## src/rtl/core/swos_pkg.sv

```systemverilog
// Shared types and constants for the scan window obstacle stop block.
`default_nettype none
package swos_pkg;

  localparam int MAX_SAMPLES = 1024;

  localparam logic [1:0] MODE_FORWARD  = 2'd0;
  localparam logic [1:0] MODE_SLOWDOWN = 2'd1;
  localparam logic [1:0] MODE_STOP     = 2'd2;
  localparam logic [1:0] PEND_NONE     = 2'd0;

  localparam logic OP_SAMPLE = 1'b0;
  localparam logic OP_TICK   = 1'b1;

  localparam logic [2:0] CFG_STOP_DIST = 3'd0;
  localparam logic [2:0] CFG_SLOW_DIST = 3'd1;
  localparam logic [2:0] CFG_CENTER    = 3'd2;
  localparam logic [2:0] CFG_STOP_HW   = 3'd3;
  localparam logic [2:0] CFG_SLOW_HW   = 3'd4;
  localparam logic [2:0] CFG_VEL_MAX   = 3'd5;
  localparam logic [2:0] CFG_VEL_MIN   = 3'd6;
  localparam logic [2:0] CFG_VEL_STEP  = 3'd7;

  localparam logic [15:0] RST_STOP_DIST = 16'd1000;
  localparam logic [15:0] RST_SLOW_DIST = 16'd2500;
  localparam logic [9:0]  RST_CENTER    = 10'd512;
  localparam logic [9:0]  RST_STOP_HW   = 10'd64;
  localparam logic [9:0]  RST_SLOW_HW   = 10'd32;
  localparam logic [19:0] RST_VEL_MAX   = 20'd100000;
  localparam logic [19:0] RST_VEL_MIN   = 20'd10000;
  localparam logic [19:0] RST_VEL_STEP  = 20'd2250;

  typedef struct packed {
    logic        operation;
    logic [9:0]  sample_index;
    logic [15:0] range_mm;
    logic        last_sample;
  } in_item_t;

  typedef struct packed {
    logic [19:0] velocity_cmd;
    logic [1:0]  drive_mode;
    logic        config_fault;
  } out_item_t;

  typedef struct packed {
    logic [15:0] stop_distance_mm;
    logic [15:0] slow_distance_mm;
    logic [9:0]  center_index;
    logic [9:0]  stop_half_width;
    logic [9:0]  slow_half_width;
    logic [19:0] velocity_max;
    logic [19:0] velocity_min;
    logic [19:0] velocity_step;
  } cfg_regs_t;

  typedef struct packed {
    logic       is_tick;
    logic [1:0] verdict;
    logic       last;
  } q_entry_t;

  typedef struct packed {
    logic [1:0] pending;
    logic [1:0] mode;
    logic       pop;
    logic       pop_last;
  } bk_status_t;

endpackage
`default_nettype wire

```

## src/rtl/core/swos_front.sv

```systemverilog
// Front end: accepts requests and classifies each sample against the windows.
`default_nettype none
module swos_front (
  input  wire logic                 in_valid,
  output logic                      in_ready,
  input  wire swos_pkg::in_item_t   in_data,
  input  wire swos_pkg::cfg_regs_t  cfg,
  input  wire logic                 q_full,
  output logic                      q_push,
  output swos_pkg::q_entry_t        q_wdata
);
  import swos_pkg::*;

  logic [9:0] idx_offset;
  logic       idx_ok;
  logic       in_stop_win;
  logic       in_slow_win;

  assign in_ready = !q_full;
  assign q_push   = in_valid && !q_full;

  always_comb begin
    idx_offset = (in_data.sample_index >= cfg.center_index) ?
                 (in_data.sample_index - cfg.center_index) :
                 (cfg.center_index - in_data.sample_index);
    idx_ok      = 32'(in_data.sample_index) < MAX_SAMPLES;
    in_stop_win = idx_offset <= cfg.stop_half_width;
    in_slow_win = idx_offset <= cfg.slow_half_width;

    q_wdata.is_tick = (in_data.operation == OP_TICK);
    q_wdata.last    = in_data.last_sample;
    q_wdata.verdict = PEND_NONE;
    if (idx_ok && in_stop_win) begin
      if (in_data.range_mm < cfg.stop_distance_mm) begin
        q_wdata.verdict = MODE_STOP;
      end else if (in_slow_win && (in_data.range_mm < cfg.slow_distance_mm)) begin
        q_wdata.verdict = MODE_SLOWDOWN;
      end
    end
  end

endmodule
`default_nettype wire

```

## src/rtl/core/swos_queue.sv

```systemverilog
// Short register queue between the front end and the back end.
`default_nettype none
module swos_queue #(
  parameter int DEPTH = 4
) (
  input  wire logic                clk,
  input  wire logic                rst_n,
  input  wire logic                push,
  input  wire swos_pkg::q_entry_t  wdata,
  output logic                     full,
  input  wire logic                pop,
  output logic                     not_empty,
  output swos_pkg::q_entry_t       rdata
);
  import swos_pkg::*;

  localparam int AW = (DEPTH > 1) ? $clog2(DEPTH) : 1;
  localparam int CW = $clog2(DEPTH + 1);

  q_entry_t        slots_r [DEPTH];
  logic [AW-1:0]   wr_ptr_r, wr_ptr_nxt;
  logic [AW-1:0]   rd_ptr_r, rd_ptr_nxt;
  logic [CW-1:0]   count_r,  count_nxt;
  logic            do_push, do_pop;

  assign full      = (count_r == CW'(DEPTH));
  assign not_empty = (count_r != '0);
  assign rdata     = slots_r[rd_ptr_r];
  assign do_push   = push && !full;
  assign do_pop    = pop && not_empty;

  always_comb begin
    wr_ptr_nxt = wr_ptr_r;
    rd_ptr_nxt = rd_ptr_r;
    count_nxt  = count_r;
    if (do_push) begin
      wr_ptr_nxt = (wr_ptr_r == AW'(DEPTH - 1)) ? '0 : wr_ptr_r + 1'b1;
    end
    if (do_pop) begin
      rd_ptr_nxt = (rd_ptr_r == AW'(DEPTH - 1)) ? '0 : rd_ptr_r + 1'b1;
    end
    case ({do_push, do_pop})
      2'b10:   count_nxt = count_r + 1'b1;
      2'b01:   count_nxt = count_r - 1'b1;
      default: count_nxt = count_r;
    endcase
  end

  always_ff @(posedge clk) begin
    if (!rst_n) begin
      wr_ptr_r <= '0;
      rd_ptr_r <= '0;
      count_r  <= '0;
    end else begin
      wr_ptr_r <= wr_ptr_nxt;
      rd_ptr_r <= rd_ptr_nxt;
      count_r  <= count_nxt;
    end
  end

  always_ff @(posedge clk) begin
    if (do_push) begin
      slots_r[wr_ptr_r] <= wdata;
    end
  end

endmodule
`default_nettype wire

```

## src/rtl/core/swos_back.sv

```systemverilog
// Back end: holds the scan decision, commits the mode and ramps the velocity.
`default_nettype none
module swos_back (
  input  wire logic                 clk,
  input  wire logic                 rst_n,
  input  wire swos_pkg::cfg_regs_t  cfg,
  input  wire logic                 q_not_empty,
  input  wire swos_pkg::q_entry_t   q_rdata,
  output logic                      q_pop,
  output logic                      out_valid,
  input  wire logic                 out_ready,
  output swos_pkg::out_item_t       out_data,
  output swos_pkg::bk_status_t      status
);
  import swos_pkg::*;

  logic [1:0]  mode_r,    mode_nxt;
  logic [1:0]  pending_r, pending_nxt;
  logic [19:0] vel_r,     vel_nxt;
  logic        out_valid_r, out_valid_nxt;
  out_item_t   out_data_r;

  logic        out_free;
  logic        fault;
  logic [1:0]  pend_upd;
  logic [20:0] vel_up;
  logic [20:0] vel_dn;

  assign out_free  = !out_valid_r || out_ready;
  assign q_pop     = q_not_empty && (!q_rdata.is_tick || out_free);
  assign fault     = cfg.stop_distance_mm > cfg.slow_distance_mm;
  assign out_valid = out_valid_r;
  assign out_data  = out_data_r;

  assign status.pending  = pending_r;
  assign status.mode     = mode_r;
  assign status.pop      = q_pop && !q_rdata.is_tick;
  assign status.pop_last = q_rdata.last;

  always_comb begin
    mode_nxt      = mode_r;
    pending_nxt   = pending_r;
    vel_nxt       = vel_r;
    out_valid_nxt = out_ready ? 1'b0 : out_valid_r;
    pend_upd      = (pending_r == PEND_NONE) ? q_rdata.verdict : pending_r;
    vel_up        = {1'b0, vel_r} + {1'b0, cfg.velocity_step};
    vel_dn        = {1'b0, vel_r} - {1'b0, cfg.velocity_step};

    if (q_pop && !q_rdata.is_tick) begin
      if (q_rdata.last) begin
        if (fault) begin
          mode_nxt = MODE_STOP;
        end else if (pend_upd == PEND_NONE) begin
          mode_nxt = MODE_FORWARD;
        end else begin
          mode_nxt = pend_upd;
        end
        pending_nxt = PEND_NONE;
      end else begin
        pending_nxt = pend_upd;
      end
    end

    if (q_pop && q_rdata.is_tick) begin
      case (mode_r)
        MODE_FORWARD: begin
          vel_nxt = (vel_up < {1'b0, cfg.velocity_max}) ? vel_up[19:0] : cfg.velocity_max;
        end
        MODE_SLOWDOWN: begin
          vel_nxt = (!vel_dn[20] && (vel_dn[19:0] > cfg.velocity_min)) ?
                    vel_dn[19:0] : cfg.velocity_min;
        end
        default: begin
          vel_nxt = '0;
        end
      endcase
      out_valid_nxt = 1'b1;
    end
  end

  always_ff @(posedge clk) begin
    if (!rst_n) begin
      mode_r      <= MODE_FORWARD;
      pending_r   <= PEND_NONE;
      vel_r       <= '0;
      out_valid_r <= 1'b0;
    end else begin
      mode_r      <= mode_nxt;
      pending_r   <= pending_nxt;
      vel_r       <= vel_nxt;
      out_valid_r <= out_valid_nxt;
    end
  end

  always_ff @(posedge clk) begin
    if (q_pop && q_rdata.is_tick) begin
      out_data_r.velocity_cmd <= vel_nxt;
      out_data_r.drive_mode   <= mode_r;
      out_data_r.config_fault <= fault;
    end
  end

endmodule
`default_nettype wire

```

## src/rtl/core/scan_window_obstacle_stop.sv

```systemverilog
// Top level: obstacle stop controller driven by laser scan samples and control ticks.
//
// Input channel (in_valid/in_ready/in_data) carries one request per cycle while
// in_ready is high: a range sample (operation 0) or a control tick (operation 1).
// Samples give no result; each tick gives one result on the output channel
// (out_valid/out_ready/out_data): ramped velocity, drive mode, configuration fault.
// An accepted tick is written into the queue, then popped by the back end, which
// registers the result behind out_valid. Throughput: one request per cycle while
// the queue has room; the front end classifies a sample in the accept cycle and the
// back end retires one queued request per cycle unless a tick waits on the output.
// Configuration port (cfg_valid/cfg_ready/cfg_index/cfg_data) is always ready;
// write it only while no request is in flight.
// Reset: registers return to their defaults, mode is forward, velocity zero,
// no decision pending, queue and output empty.
// Receiver stall: the result stays in the output register; a tick at the queue
// head waits with everything behind it, and in_ready drops once the queue of
// QUEUE_DEPTH entries fills.
`default_nettype none
module scan_window_obstacle_stop #(
  parameter int QUEUE_DEPTH = 4
) (
  input  wire logic                 clk,
  input  wire logic                 rst_n,
  input  wire logic                 in_valid,
  output logic                      in_ready,
  input  wire swos_pkg::in_item_t   in_data,
  output logic                      out_valid,
  input  wire logic                 out_ready,
  output swos_pkg::out_item_t       out_data,
  input  wire logic                 cfg_valid,
  output logic                      cfg_ready,
  input  wire logic [2:0]           cfg_index,
  input  wire logic [19:0]          cfg_data
);
  import swos_pkg::*;

  cfg_regs_t  cfg_r, cfg_nxt;
  logic       q_full, q_push, q_pop, q_not_empty;
  q_entry_t   q_wdata, q_rdata;
  bk_status_t bk_status;

  assign cfg_ready = 1'b1;

  always_comb begin
    cfg_nxt = cfg_r;
    if (cfg_valid) begin
      case (cfg_index)
        CFG_STOP_DIST: cfg_nxt.stop_distance_mm = cfg_data[15:0];
        CFG_SLOW_DIST: cfg_nxt.slow_distance_mm = cfg_data[15:0];
        CFG_CENTER:    cfg_nxt.center_index     = cfg_data[9:0];
        CFG_STOP_HW:   cfg_nxt.stop_half_width  = cfg_data[9:0];
        CFG_SLOW_HW:   cfg_nxt.slow_half_width  = cfg_data[9:0];
        CFG_VEL_MAX:   cfg_nxt.velocity_max     = cfg_data;
        CFG_VEL_MIN:   cfg_nxt.velocity_min     = cfg_data;
        CFG_VEL_STEP:  cfg_nxt.velocity_step    = cfg_data;
        default:       cfg_nxt = cfg_r;
      endcase
    end
  end

  always_ff @(posedge clk) begin
    if (!rst_n) begin
      cfg_r.stop_distance_mm <= RST_STOP_DIST;
      cfg_r.slow_distance_mm <= RST_SLOW_DIST;
      cfg_r.center_index     <= RST_CENTER;
      cfg_r.stop_half_width  <= RST_STOP_HW;
      cfg_r.slow_half_width  <= RST_SLOW_HW;
      cfg_r.velocity_max     <= RST_VEL_MAX;
      cfg_r.velocity_min     <= RST_VEL_MIN;
      cfg_r.velocity_step    <= RST_VEL_STEP;
    end else begin
      cfg_r <= cfg_nxt;
    end
  end

  swos_front u_front (
    .in_valid (in_valid),
    .in_ready (in_ready),
    .in_data  (in_data),
    .cfg      (cfg_r),
    .q_full   (q_full),
    .q_push   (q_push),
    .q_wdata  (q_wdata)
  );

  swos_queue #(
    .DEPTH (QUEUE_DEPTH)
  ) u_queue (
    .clk       (clk),
    .rst_n     (rst_n),
    .push      (q_push),
    .wdata     (q_wdata),
    .full      (q_full),
    .pop       (q_pop),
    .not_empty (q_not_empty),
    .rdata     (q_rdata)
  );

  swos_back u_back (
    .clk         (clk),
    .rst_n       (rst_n),
    .cfg         (cfg_r),
    .q_not_empty (q_not_empty),
    .q_rdata     (q_rdata),
    .q_pop       (q_pop),
    .out_valid   (out_valid),
    .out_ready   (out_ready),
    .out_data    (out_data),
    .status      (bk_status)
  );

  a_stop_zero_vel: assert property (@(posedge clk) disable iff (!rst_n)
    (out_valid && (out_data.drive_mode == MODE_STOP)) |-> (out_data.velocity_cmd == '0))
    else $error("stop result carries nonzero velocity");

  a_mode_legal: assert property (@(posedge clk) disable iff (!rst_n)
    out_valid |-> ((out_data.drive_mode == MODE_FORWARD) ||
                   (out_data.drive_mode == MODE_SLOWDOWN) ||
                   (out_data.drive_mode == MODE_STOP)))
    else $error("illegal drive mode on result");

  a_pending_sticky: assert property (@(posedge clk) disable iff (!rst_n)
    (bk_status.pop && !bk_status.pop_last && (bk_status.pending != PEND_NONE))
      |=> (bk_status.pending == $past(bk_status.pending)))
    else $error("pending decision overwritten within a scan");

  a_commit_clears: assert property (@(posedge clk) disable iff (!rst_n)
    (bk_status.pop && bk_status.pop_last) |=> (bk_status.pending == PEND_NONE))
    else $error("pending decision not cleared at end of scan");

endmodule
`default_nettype wire
```

## config.mk

```make
export PLATFORM = sky130hd
export DESIGN_NAME = scan_window_obstacle_stop
export DESIGN_NICKNAME = d
export VERILOG_FILES = /design/src/rtl/core/swos_pkg.sv /design/src/rtl/core/swos_front.sv /design/src/rtl/core/swos_queue.sv /design/src/rtl/core/swos_back.sv /design/src/rtl/core/scan_window_obstacle_stop.sv
export SDC_FILE = /design/constraint.sdc
export NUM_CORES = 1
export LEC_CHECK = 0
export BUFFER_PORTS_ARGS = -buffer_cell sky130_fd_sc_hd__buf_4
export CAP_MARGIN = 10
export CELL_PAD_IN_SITES_DETAIL_PLACEMENT = 2
export CELL_PAD_IN_SITES_GLOBAL_PLACEMENT = 2
export CORE_AREA = 2 2 283 201
export CTS_CLUSTER_SIZE = 14
export DETAILED_ROUTE_END_ITERATION = 12
export DIE_AREA = 0 0 285 203
export HOLD_SLACK_MARGIN = 0.06
export PLACE_DENSITY_LB_ADDON = 0.05
export RECOVER_POWER = 50
export SYNTH_ARGS = -nofsm -noshare
export SYNTH_HDL_FRONTEND = slang
export SYNTH_SLANG_ARGS = --single-unit
```

## constraint.sdc

```tcl
create_clock -name clk -period 13.5 [get_ports clk]
set_input_delay 0.675 -clock clk [delete_from_list [all_inputs] [get_ports clk]]
set_output_delay 0.675 -clock clk [all_outputs]
set_load 0.02 [all_outputs]
```

==> reports/metrics.cfg <==
[run_status]
status = finished with violations
violations = max-capacitance violations, max-slew violations

[clock_network]
clockBufferDepth = 2
clock-sinks = 195
clk_pin_slew_ns = 0.08
post_cts_buffers = 0
post_cts_resized = 0
insertion_delay_ns = 0.48
htreeDepth = 4
clockRootBuffer = clkbuf_16
ctsHoldBuffers = 0
tritoncts = yes
numCtsBuffers = 17

[floorplanning]
die_y_microns = 203
rows = 72
dieArea_sq_mm = 0.0579
initial_core_util_pct = 23.9
io_pins = 82
fp.coreArea_sq_mm = 0.0550
fp.dieW_microns = 285

[route]
viasPerCell = 4.81
wl_microns = 53900
drt-pass1-iter-count = 4
drt_iter0_drc = 615
drc = 0
wire_per_inst_microns = 22.6
antenna_left = 0
routed-via-count = 11477

[worst_setup_path]
reg2reg_depth = 19
endpoint_kind = flop
cp.arrival_ns = 8.53
required_ns = 13.83
crit_type = primary input to flop
r2r-start = cfg_r[6]
crit_start = rst_n
crit_fanout = 76
startpoint_type = primary input

[synth]
netlist_area_sq_mm = 0.0131
synth_edf_count = 39
synth_cells = 1596
synth_cell_types = 77
synthTopCellsByArea = dfxtp_1 24%, ha_1 16%, edfxtp_1 8.9%
avgSynthCellArea_sq_um = 8.23
synth_top_area_share_pct = 23.8
synth.largest_area_cell = dfxtp_1
async_flop_share_pct = 0
yosys_warnings = 0
yosys_most_used_dff = dfxtp_1
synth_fp_nets = 1827
synth-seq-cells = 195
ys_seq_area_share_pct = 32.7

[pwr]
seq_power_share_pct = 27.8
switching_power_w = 0.00127
p_clk_share_pct = 19.2
intPower_w = 0.00147
report.power.total_w = 0.00274
ir_drop_uv = 92.3
combPwrFrac_pct = 52.9
leakage_nw = 5.99
switching_share_pct = 46.3
pwr_density_cell_mw_per_mm2 = 184

[cells_and_area]
final_cell_mix = 279 x nand2_1, 173 x a21oi_1, 170 x ha_1
mostFrequentLayoutCell = nand2_1
ff_latch_area_sq_mm = 0.00429
area_delta_synth_final_pct = 13.4
fillers = 6367
fin_nets = 1863
insertedDiodeCount = 0
final_layout_size_suffix_gt1_share_pct = 7.96
multi_input_area_sq_mm = 0.00792

[global_routing]
antenna_found_initial = 1
grt_usage_pct = 19.1
grt_pass1_vias = 12190
grt_max_degree = 77
grt_pass1_wl_microns = 81400
grt-ovfl-total = 0

[timing]
max_freq_mhz = 122
drv_slew = 158
worst_slack_ns = 5.30
rsz0062_at_grt = false
setup_viol = 0
worst_pin_slew_ns = 4.19
fin_setup_tns_ns = 0
fin_worst_skew_ns = 0.0102
hold_violations = 0
slew_headroom_pct = -179
finalCriticalPeriod_ns = 8.20
finalCritPeriodShare_pct = 60.8

[placement]
dp_slack_ns = 7.48
dp_hpwl_microns = 40400
io_buffers = 80
gp_congestion = 0.793

[hold_path]
worstHoldPathType = flop to flop
holdPathStages = 2
min_from = cfg_r[63]

[flow_run]
cap_viol_max_count = 3

==> critical path, cell delays in order <==
cell and delay, ns:
clkbuf_1 2.41, clkinvlp_2 2.70, clkbuf_1 1.79, a311oi_1 0.81
==> cell usage after synthesis (16+ instances only) <==
library cell	count
a21o_1	34
a21oi_1	173
clkbuf_1	41
dfxtp_1	156
edfxtp_1	39
ha_1	170
inv_1	160
mux2i_1	25
nand2_1	279
nand2b_1	26
nand4_1	16
nor2_1	79
nor2b_1	20
nor3_1	21
o211ai_1	48
o21ai_0	41
xnor2_1	35
==> final timing paths <==
kind / end / slack [ns]
hold / removal: cfg_r[63] / 0.46
hold reg to reg: cfg_r[63] / 0.46
setup / recovery: u_back.vel_r[5] / 5.30
setup reg to reg: u_back.vel_r[3] / 7.43
==> registers in the layout, indices dropped and copies added, names as in the netlist, named ones only <==
| signal | count |
|---|---|
| cfg_r | 122 |
| u_back.mode_r | 2 |
| u_back.out_data | 23 |
| u_back.out_valid | 1 |
| u_back.pending_r | 2 |
| u_back.vel_r | 20 |
| u_queue.count_r | 3 |
| u_queue.rd_ptr_r | 2 |
| u_queue.slots_r | 16 |
| u_queue.wr_ptr_r | 2 |
==> power groups by stage <==
stage | registers [W] | logic, W | clock network [W]
global route | 0.000777 | 0.00161 | 0.000573
detailed placement | 0.000778 | 0.00148 | 0
finish | 0.000764 | 0.00145 | 0.000528
global placement | 0.000778 | 0.00147 | 0
CTS | 0.000766 | 0.00149 | 0.000553
floorplan | 0.000791 | 0.000953 | 0
==> cell families after synthesis <==
family	synth area share, %
other	0.0285
buffers and inverters	7.25
flip-flops	32.7
AND/OR/NAND/NOR	17.1
adder cells (fa/ha/maj)	16.9
AO/OA/AOI/OAI	19.6
multiplexers	3.50
XOR/XNOR	2.93
==> per-stage QoR <==
| stage | utilization, % | instance area [sq um] | std cells | hold WS (ns) |
|---|---|---|---|---|
| global route | 27.1 | 14900 | 2385 | 0.452 |
| detailed placement | 26.3 | 14400 | 2353 | 0.452 |
| global placement | 26.3 | 14400 | 2353 | 0.442 |
| finish | 27.1 | 14900 | 2385 | 0.462 |
| CTS | 27.3 | 15000 | 2385 | 0.365 |
| floorplan | - | 13100 | 1596 | 0.436 |
==> layout make-up <==
class,instances,share of cell area [%]
Clock buffer,17,2.86
Sequential cell,195,28.8
Multi-Input combinational cell,1163,53.1
Tap cell,740,6.22
Inverter,163,4.12
Timing Repair Buffer,92,3.88
Clock inverter,15,0.966
==> metal layers <==
layer	vias up	global-route usage (%)	wire length (microns)
met4	0	3.74	569
met1	5769	30.5	31200
met5	-	0	0
met2	116	26.4	20800
met3	30	2.75	1320
li1	5562	-	-
(Power assumes the default switching activity.)
